`src/rtl/wpde_pkg.sv`:
```
package wpde_pkg;

  localparam int unsigned BITS_PER_PIXEL = 24;
  localparam int unsigned CHAN_W         = 8;
  localparam int unsigned DUTY_W         = 8;
  localparam int unsigned DEG_W          = 6;
  localparam int unsigned TAN_W          = 17;  // unsigned Q1.16
  localparam int unsigned CFG_IDX_W      = 4;
  localparam int unsigned CFG_DATA_W     = 8;

  // configuration register indexes
  localparam logic [CFG_IDX_W-1:0] REG_SCALE_EN  = 4'd0;
  localparam logic [CFG_IDX_W-1:0] REG_BRIGHT    = 4'd1;
  localparam logic [CFG_IDX_W-1:0] REG_DUTY_ONE  = 4'd2;
  localparam logic [CFG_IDX_W-1:0] REG_DUTY_ZERO = 4'd3;

  localparam logic [DEG_W-1:0]  BRIGHT_RST    = 6'd45;
  localparam logic [DUTY_W-1:0] DUTY_ONE_RST  = 8'd60;
  localparam logic [DUTY_W-1:0] DUTY_ZERO_RST = 8'd30;

  // item kinds
  localparam logic MODE_PIXEL = 1'b0;
  localparam logic MODE_LATCH = 1'b1;

  typedef logic [CHAN_W-1:0] chan_t;
  typedef logic [DUTY_W-1:0] duty_t;

  // tan(deg) in Q1.16; anything above 45 degrees saturates to 1.0
  function automatic logic [TAN_W-1:0] tan_q16(input logic [DEG_W-1:0] deg);
    logic [TAN_W-1:0] t;
    case (deg)
      6'd0:  t = 17'd0;      6'd1:  t = 17'd1144;   6'd2:  t = 17'd2289;
      6'd3:  t = 17'd3435;   6'd4:  t = 17'd4583;   6'd5:  t = 17'd5734;
      6'd6:  t = 17'd6888;   6'd7:  t = 17'd8047;   6'd8:  t = 17'd9210;
      6'd9:  t = 17'd10380;  6'd10: t = 17'd11556;  6'd11: t = 17'd12739;
      6'd12: t = 17'd13930;  6'd13: t = 17'd15130;  6'd14: t = 17'd16340;
      6'd15: t = 17'd17560;  6'd16: t = 17'd18792;  6'd17: t = 17'd20036;
      6'd18: t = 17'd21294;  6'd19: t = 17'd22566;  6'd20: t = 17'd23853;
      6'd21: t = 17'd25157;  6'd22: t = 17'd26478;  6'd23: t = 17'd27818;
      6'd24: t = 17'd29179;  6'd25: t = 17'd30560;  6'd26: t = 17'd31964;
      6'd27: t = 17'd33392;  6'd28: t = 17'd34846;  6'd29: t = 17'd36327;
      6'd30: t = 17'd37837;  6'd31: t = 17'd39378;  6'd32: t = 17'd40951;
      6'd33: t = 17'd42560;  6'd34: t = 17'd44205;  6'd35: t = 17'd45889;
      6'd36: t = 17'd47615;  6'd37: t = 17'd49385;  6'd38: t = 17'd51202;
      6'd39: t = 17'd53070;  6'd40: t = 17'd54991;  6'd41: t = 17'd56970;
      6'd42: t = 17'd59009;  6'd43: t = 17'd61113;  6'd44: t = 17'd63287;
      default: t = 17'd65536;
    endcase
    return t;
  endfunction

endpackage

```
`src/rtl/ws2812_pixel_duty_encoder_unit.sv`:
```
// Channel   Direction  Handshake              Payload
// in_       input      in_valid / in_stall    in_mode, in_red, in_green, in_blue
// out_      output     out_valid / out_stall  out_duty, out_last
// cfg_      input      cfg_valid / cfg_ready  cfg_index, cfg_data
//
// A pixel gives 24 results, an end-of-frame item RESET_SLOTS results, one per cycle while
// out_stall is low, from the bit serialiser; that serialiser sets the sustained rate.
// Input path: scaling multiply into a one-item holding register, then the serialiser.
// Reset (rst_n low, synchronous) empties all stages and restores the register defaults.
// A stalled output holds; the holding register takes the next item while one is sent.
module ws2812_pixel_duty_encoder_unit
  import wpde_pkg::*;
#(
  parameter int unsigned RESET_SLOTS = 50
) (
  input  logic                  clk,
  input  logic                  rst_n,

  input  logic                  in_valid,
  output logic                  in_stall,
  input  logic                  in_mode,
  input  chan_t                 in_red,
  input  chan_t                 in_green,
  input  chan_t                 in_blue,

  output logic                  out_valid,
  input  logic                  out_stall,
  output duty_t                 out_duty,
  output logic                  out_last,

  input  logic                  cfg_valid,
  output logic                  cfg_ready,
  input  logic [CFG_IDX_W-1:0]  cfg_index,
  input  logic [CFG_DATA_W-1:0] cfg_data
);

  localparam int unsigned MAX_SLOTS = (RESET_SLOTS > BITS_PER_PIXEL) ?
                                      RESET_SLOTS : BITS_PER_PIXEL;
  localparam int unsigned CNT_W     = $clog2(MAX_SLOTS);

  localparam logic [CNT_W-1:0] PIX_LAST = CNT_W'(BITS_PER_PIXEL - 1);
  localparam logic [CNT_W-1:0] GAP_LAST = CNT_W'(RESET_SLOTS - 1);

  // configuration
  logic             scale_en_r;
  logic [DEG_W-1:0] bright_r;
  duty_t            duty_one_r;
  duty_t            duty_zero_r;

  assign cfg_ready = 1'b1;

  always_ff @(posedge clk) begin
    if (!rst_n) begin
      scale_en_r  <= 1'b0;
      bright_r    <= BRIGHT_RST;
      duty_one_r  <= DUTY_ONE_RST;
      duty_zero_r <= DUTY_ZERO_RST;
    end else if (cfg_valid && cfg_ready) begin
      case (cfg_index)
        REG_SCALE_EN:  scale_en_r  <= cfg_data[0];
        REG_BRIGHT:    bright_r    <= cfg_data[DEG_W-1:0];
        REG_DUTY_ONE:  duty_one_r  <= cfg_data;
        REG_DUTY_ZERO: duty_zero_r <= cfg_data;
        default: ;
      endcase
    end
  end

  // scaling
  logic [TAN_W-1:0] factor;
  chan_t            red_s, green_s, blue_s;

  assign factor = tan_q16(bright_r);

  wpde_scale u_scale_r (.scale_en(scale_en_r), .factor(factor), .chan_in(in_red),
                        .chan_out(red_s));
  wpde_scale u_scale_g (.scale_en(scale_en_r), .factor(factor), .chan_in(in_green),
                        .chan_out(green_s));
  wpde_scale u_scale_b (.scale_en(scale_en_r), .factor(factor), .chan_in(in_blue),
                        .chan_out(blue_s));

  // holding register
  logic                      hold_valid_r, hold_valid_nxt;
  logic                      hold_mode_r;
  logic [BITS_PER_PIXEL-1:0] hold_word_r;

  // serialiser
  logic                      ser_busy_r, ser_busy_nxt;
  logic                      ser_mode_r;
  logic [BITS_PER_PIXEL-1:0] ser_word_r;
  logic [CNT_W-1:0]          ser_cnt_r;

  // output register
  logic  out_valid_r, out_valid_nxt;
  duty_t out_duty_r;
  logic  out_last_r;

  logic in_xfer, out_free, emit, ser_done, ser_load;

  assign in_xfer  = in_valid && !in_stall;
  assign out_free = !out_valid_r || !out_stall;
  assign emit     = ser_busy_r && out_free;
  assign ser_done = emit && (ser_cnt_r == '0);
  assign ser_load = hold_valid_r && (!ser_busy_r || ser_done);
  assign in_stall = hold_valid_r && !ser_load;

  always_comb begin
    hold_valid_nxt = hold_valid_r;
    if (ser_load) hold_valid_nxt = 1'b0;
    if (in_xfer)  hold_valid_nxt = 1'b1;

    ser_busy_nxt = ser_busy_r;
    if (ser_done) ser_busy_nxt = 1'b0;
    if (ser_load) ser_busy_nxt = 1'b1;

    out_valid_nxt = out_valid_r;
    if (out_valid_r && !out_stall) out_valid_nxt = 1'b0;
    if (emit)                      out_valid_nxt = 1'b1;
  end

  always_ff @(posedge clk) begin
    if (!rst_n) begin
      hold_valid_r <= 1'b0;
      ser_busy_r   <= 1'b0;
      out_valid_r  <= 1'b0;
    end else begin
      hold_valid_r <= hold_valid_nxt;
      ser_busy_r   <= ser_busy_nxt;
      out_valid_r  <= out_valid_nxt;
    end
  end

  always_ff @(posedge clk) begin
    if (in_xfer) begin
      hold_mode_r <= in_mode;
      hold_word_r <= {green_s, red_s, blue_s};
    end
    if (ser_load) begin
      ser_mode_r <= hold_mode_r;
      ser_word_r <= hold_word_r;
      ser_cnt_r  <= (hold_mode_r == MODE_LATCH) ? GAP_LAST : PIX_LAST;
    end else if (emit) begin
      ser_word_r <= {ser_word_r[BITS_PER_PIXEL-2:0], 1'b0};
      ser_cnt_r  <= ser_cnt_r - 1'b1;
    end
    if (emit) begin
      if (ser_mode_r == MODE_LATCH) out_duty_r <= '0;
      else out_duty_r <= ser_word_r[BITS_PER_PIXEL-1] ? duty_one_r : duty_zero_r;
      out_last_r <= (ser_cnt_r == '0);
    end
  end

  assign out_valid = out_valid_r;
  assign out_duty  = out_duty_r;
  assign out_last  = out_last_r;

  // checks
  a_stall_needs_hold: assert property (@(posedge clk) disable iff (!rst_n)
    in_stall |-> hold_valid_r)
    else $error("input stalled with an empty holding register");

  a_ser_keeps_going: assert property (@(posedge clk) disable iff (!rst_n)
    emit && (ser_cnt_r != '0) |=> ser_busy_r)
    else $error("serialiser stopped before its final slot");

  a_gap_is_zero: assert property (@(posedge clk) disable iff (!rst_n)
    emit && (ser_mode_r == MODE_LATCH) |=> (out_duty_r == '0))
    else $error("non-zero duty in latch gap");

  a_emit_makes_valid: assert property (@(posedge clk) disable iff (!rst_n)
    emit |=> out_valid_r)
    else $error("emitted slot not presented");

endmodule

```
`src/rtl/wpde_scale.sv`:
```
module wpde_scale
  import wpde_pkg::*;
(
  input  logic             scale_en,
  input  logic [TAN_W-1:0] factor,
  input  chan_t            chan_in,
  output chan_t            chan_out
);

  logic [CHAN_W+TAN_W-1:0] prod;

  // truncating multiply; factor never exceeds 1.0 so the result fits a byte
  assign prod     = {{TAN_W{1'b0}}, chan_in} * {{CHAN_W{1'b0}}, factor};
  assign chan_out = scale_en ? prod[CHAN_W+15:16] : chan_in;

endmodule

```
`config.mk`:
```
export PLATFORM = sky130hd
export DESIGN_NAME = ws2812_pixel_duty_encoder_unit
export DESIGN_NICKNAME = d
export VERILOG_FILES = /design/src/rtl/wpde_pkg.sv /design/src/rtl/ws2812_pixel_duty_encoder_unit.sv /design/src/rtl/wpde_scale.sv
export SDC_FILE = /design/constraint.sdc
export NUM_CORES = 1
export LEC_CHECK = 0
export BUFFER_PORTS_ARGS = -buffer_cell sky130_fd_sc_hd__buf_2
export CORE_UTILIZATION = 47
export CTS_CLUSTER_DIAMETER = 40
export DETAILED_ROUTE_END_ITERATION = 10
export PLACE_DENSITY = 0.65
export RECOVER_POWER = 100
export SLEW_MARGIN = 30
export SYNTH_ARGS = -nofsm -noshare
export SYNTH_HDL_FRONTEND = slang
export SYNTH_SLANG_ARGS = --single-unit
export TNS_END_PERCENT = 50
```
`constraint.sdc`:
```
create_clock -name clk -period 4.5 [get_ports clk]
set_input_delay 0.45 -clock clk [delete_from_list [all_inputs] [get_ports clk]]
set_output_delay 0.45 -clock clk [all_outputs]
set_load 0.05 [all_outputs]
```
==> impl_metrics.json <==
{
  "antenna_left": 0,
  "core-area_um2": 36400,
  "grt-ovfl-total": 0,
  "drtIter0Drc": 548,
  "status": "complete, but fails checks",
  "met1_usage": 0.313,
  "rsz0062_at_grt": "yes",
  "grt_pass1_vias": 14700,
  "clkLatencyLatePin_ps": 370,
  "layout_commonest_cell": "and2_1",
  "cts_max_level": 3,
  "ys_seq_elements": 108,
  "setup_viol": 21,
  "synthAdderAreaFrac": 0.400,
  "synth_edf_count": 65,
  "clock_tree.buffer_depth": 2,
  "grt_max_degree": 41,
  "report.final.slew_viol_count": 31,
  "die_w_um": 194,
  "fin_tns_setup_ps": -2510,
  "synth_cells": 1907,
  "worst_slack_ps": -241,
  "numPortBuffers": 52,
  "p_per_area_nw_per_um2": 181,
  "p_leak_nw": 10.0,
  "place_congestion": 0.892,
  "hpwl_um": 34100,
  "startpoint_type": "register",
  "cts_tree": "done",
  "layout-drive-gt1-share": 0.208,
  "drc": 0,
  "syn2layout_area_growth_pct": 19.1,
  "synthTopCellsByArea": "fa_1 30%, and2_1 12%, edfxtp_1 11%",
  "synth_warnings": 0,
  "vias": 13500,
  "synthSimpleGateAreaFrac": 0.223,
  "yosysSeqAreaShare": 0.162,
  "fill_cells": 3252,
  "via_per_inst": 5.31,
  "antenna_found_initial": 1,
  "first_pass_iters": 5,
  "synth_compound_area_frac": 0.0878,
  "syn_avg_cell_area_um2": 9.10,
  "hold_violations": 0,
  "dp_cells": 2499,
  "die_h_um": 194,
  "cts_made_buffers": 9,
  "synth_nets": 2346,
  "critPathKind": "register to register",
  "hold_class": "input pin to register",
  "root_buffer": "clkbuf_16",
  "skew_ps": 12.9,
  "fmax_mhz": 211,
  "initial_utilization": 0.477,
  "grtUsageTotal": 0.243,
  "ioPinCount": 54,
  "relSlewSlack": -0.112,
  "max-vdd-ir-drop_mv": 0.194,
  "top_usage_layer": "met2",
  "synth_xor_area_frac": 0.0177,
  "path_clk_slew_ps": 80,
  "stdcell_count": 2539,
  "grt_first_pass_wirelength_um": 73600,
  "violations": "max-capacitance violations, max-slew violations, negative setup slack",
  "ys.flop_type": "edfxtp_1",
  "wl_per_cell_um": 17.5,
  "fp-row-count": 70,
  "grt_use_met2": 0.432,
  "layout_common_cells": "318 x and2_1, 262 x inv_1, 245 x fa_1",
  "crit_path_end_kind": "register",
  "fin_crit_sh": 1.05,
  "syn_area_um2": 17400,
  "grtUsageMet3": 0.0306,
  "fin_nets": 2504,
  "drv_cap": 1,
  "cts.sinks": 108,
  "worstMarginPinSlew_ps": 1670,
  "finalCriticalPeriod_ps": 4740,
  "yosysTopAreaCell": "fa_1",
  "synth.distinct_cells": 83,
  "muxShareOfSynthArea": 0.0239,
  "synth_top_family_by_area": "adder cells",
  "wl_um": 44500,
  "dieArea_um2": 37700,
  "cp.arrival_ps": 4850,
  "cp_max_fo": 5,
  "synth_top_area_frac": 0.304,
  "async_flop_share": 0,
  "required_ps": 4610
}
[path summary, 6_finish.rpt]
path	startpoint	endpoint	slack [ps]	cells past startpoint
max	factor[2]	hold_word_r[16]	-240	19
min	in_mode	hold_mode_r	270	1
max reg2reg	factor[2]	hold_word_r[16]	-240	19
min reg2reg	hold_mode_r	ser_mode_r	460	0
[metal layers]
metal / vias up / wire [um]
met5: - / 0
met4: 0 / 881
met3: 62 / 1550
met2: 270 / 22800
met1: 6767 / 19300
li1: 6381 / -
[per-stage QoR]
stage	utilization	hold WS (ps)	power (mW)	setup WS [ps]	area [um2]
3_5_place_dp	0.529	430	2.68	-618	19300
2_1_floorplan	-	417	2.15	-36.1	17400
4_1_cts	0.559	260	3.69	-193	20300
5_1_grt	0.568	256	4.01	-365	20700
3_3_place_gp	0.529	441	2.64	-514	19300
6_report	0.568	270	3.74	-241	20700
[flip-flops by register name (all words and copies together), names as in the netlist, 6 cells and up]
signal       count
hold_word_r     24
ser_word_r      24
factor          17
duty_one_r       8
duty_zero_r      8
out_duty         8
bright_r         6
ser_cnt_r        6
[critical path: stages (launching register included)]
cell and delay (ps):
dfxtp_4 370, buf_12 140, buf_6 130, and2_1 150, fa_2 360, fa_1 490, inv_1 60, fa_1 530
inv_1 50, fa_1 410, ha_4 240, a21oi_2 230, o22ai_4 110, buf_4 150, a211oi_2 170, buf_4 180
o21bai_1 80, a211oi_2 210, xnor2_1 130, mux2_4 290
[synthesized netlist by cell type, types with 13 or more instances]
| master | count |
|---|---|
| nor3_1 | 17 |
| nor2_1 | 65 |
| nand2_1 | 208 |
| o21ai_0 | 29 |
| dfxtp_1 | 43 |
| mux2i_1 | 28 |
| a31oi_1 | 13 |
| clkbuf_1 | 80 |
| xnor2_1 | 27 |
| fa_1 | 264 |
| nand3_1 | 24 |
| a21oi_1 | 64 |
| and2_1 | 332 |
| ha_1 | 133 |
| inv_1 | 270 |
| a21o_1 | 14 |
| edfxtp_1 | 65 |
[power breakdown]
| group | internal (mW) | switching [mW] | total (mW) |
|---|---|---|---|
| Clock | 0.454 | 0.426 | 0.880 |
| Combinational | 0.768 | 0.930 | 1.70 |
| Sequential | 1.13 | 0.0370 | 1.16 |
| Total | 2.35 | 1.39 | 3.74 |
[layout make-up]
type                       instances  area (um2)  area share
timing repair buffer             249        1980      0.0957
clock buffer                       9         225      0.0109
inverter                         275        1040      0.0502
antenna                            1        2.50    0.000121
multi-input combinational       1422       13900       0.672
tap                              468         586      0.0283
clock inverter                     7         103     0.00496
sequential                       108        2850       0.138
[kinds of logic after synthesis]
family	after synthesis
simple gates	721
buf+inv	377
compound gates	228
other cells	1
mux	40
fa+ha+maj	397
flops	108
xor+xnor	35
[repair_timing]
item / 4_1_cts / 5_1_grt
gates cloned: 2 / 0
gates resized for setup: 127 / 81
setup endpoints to repair: 24 / 24
hold buffers: 0 / 0
buffers inserted: 18 / 5
pin swaps: 73 / 64
Power figures use the tool's default switching activity.
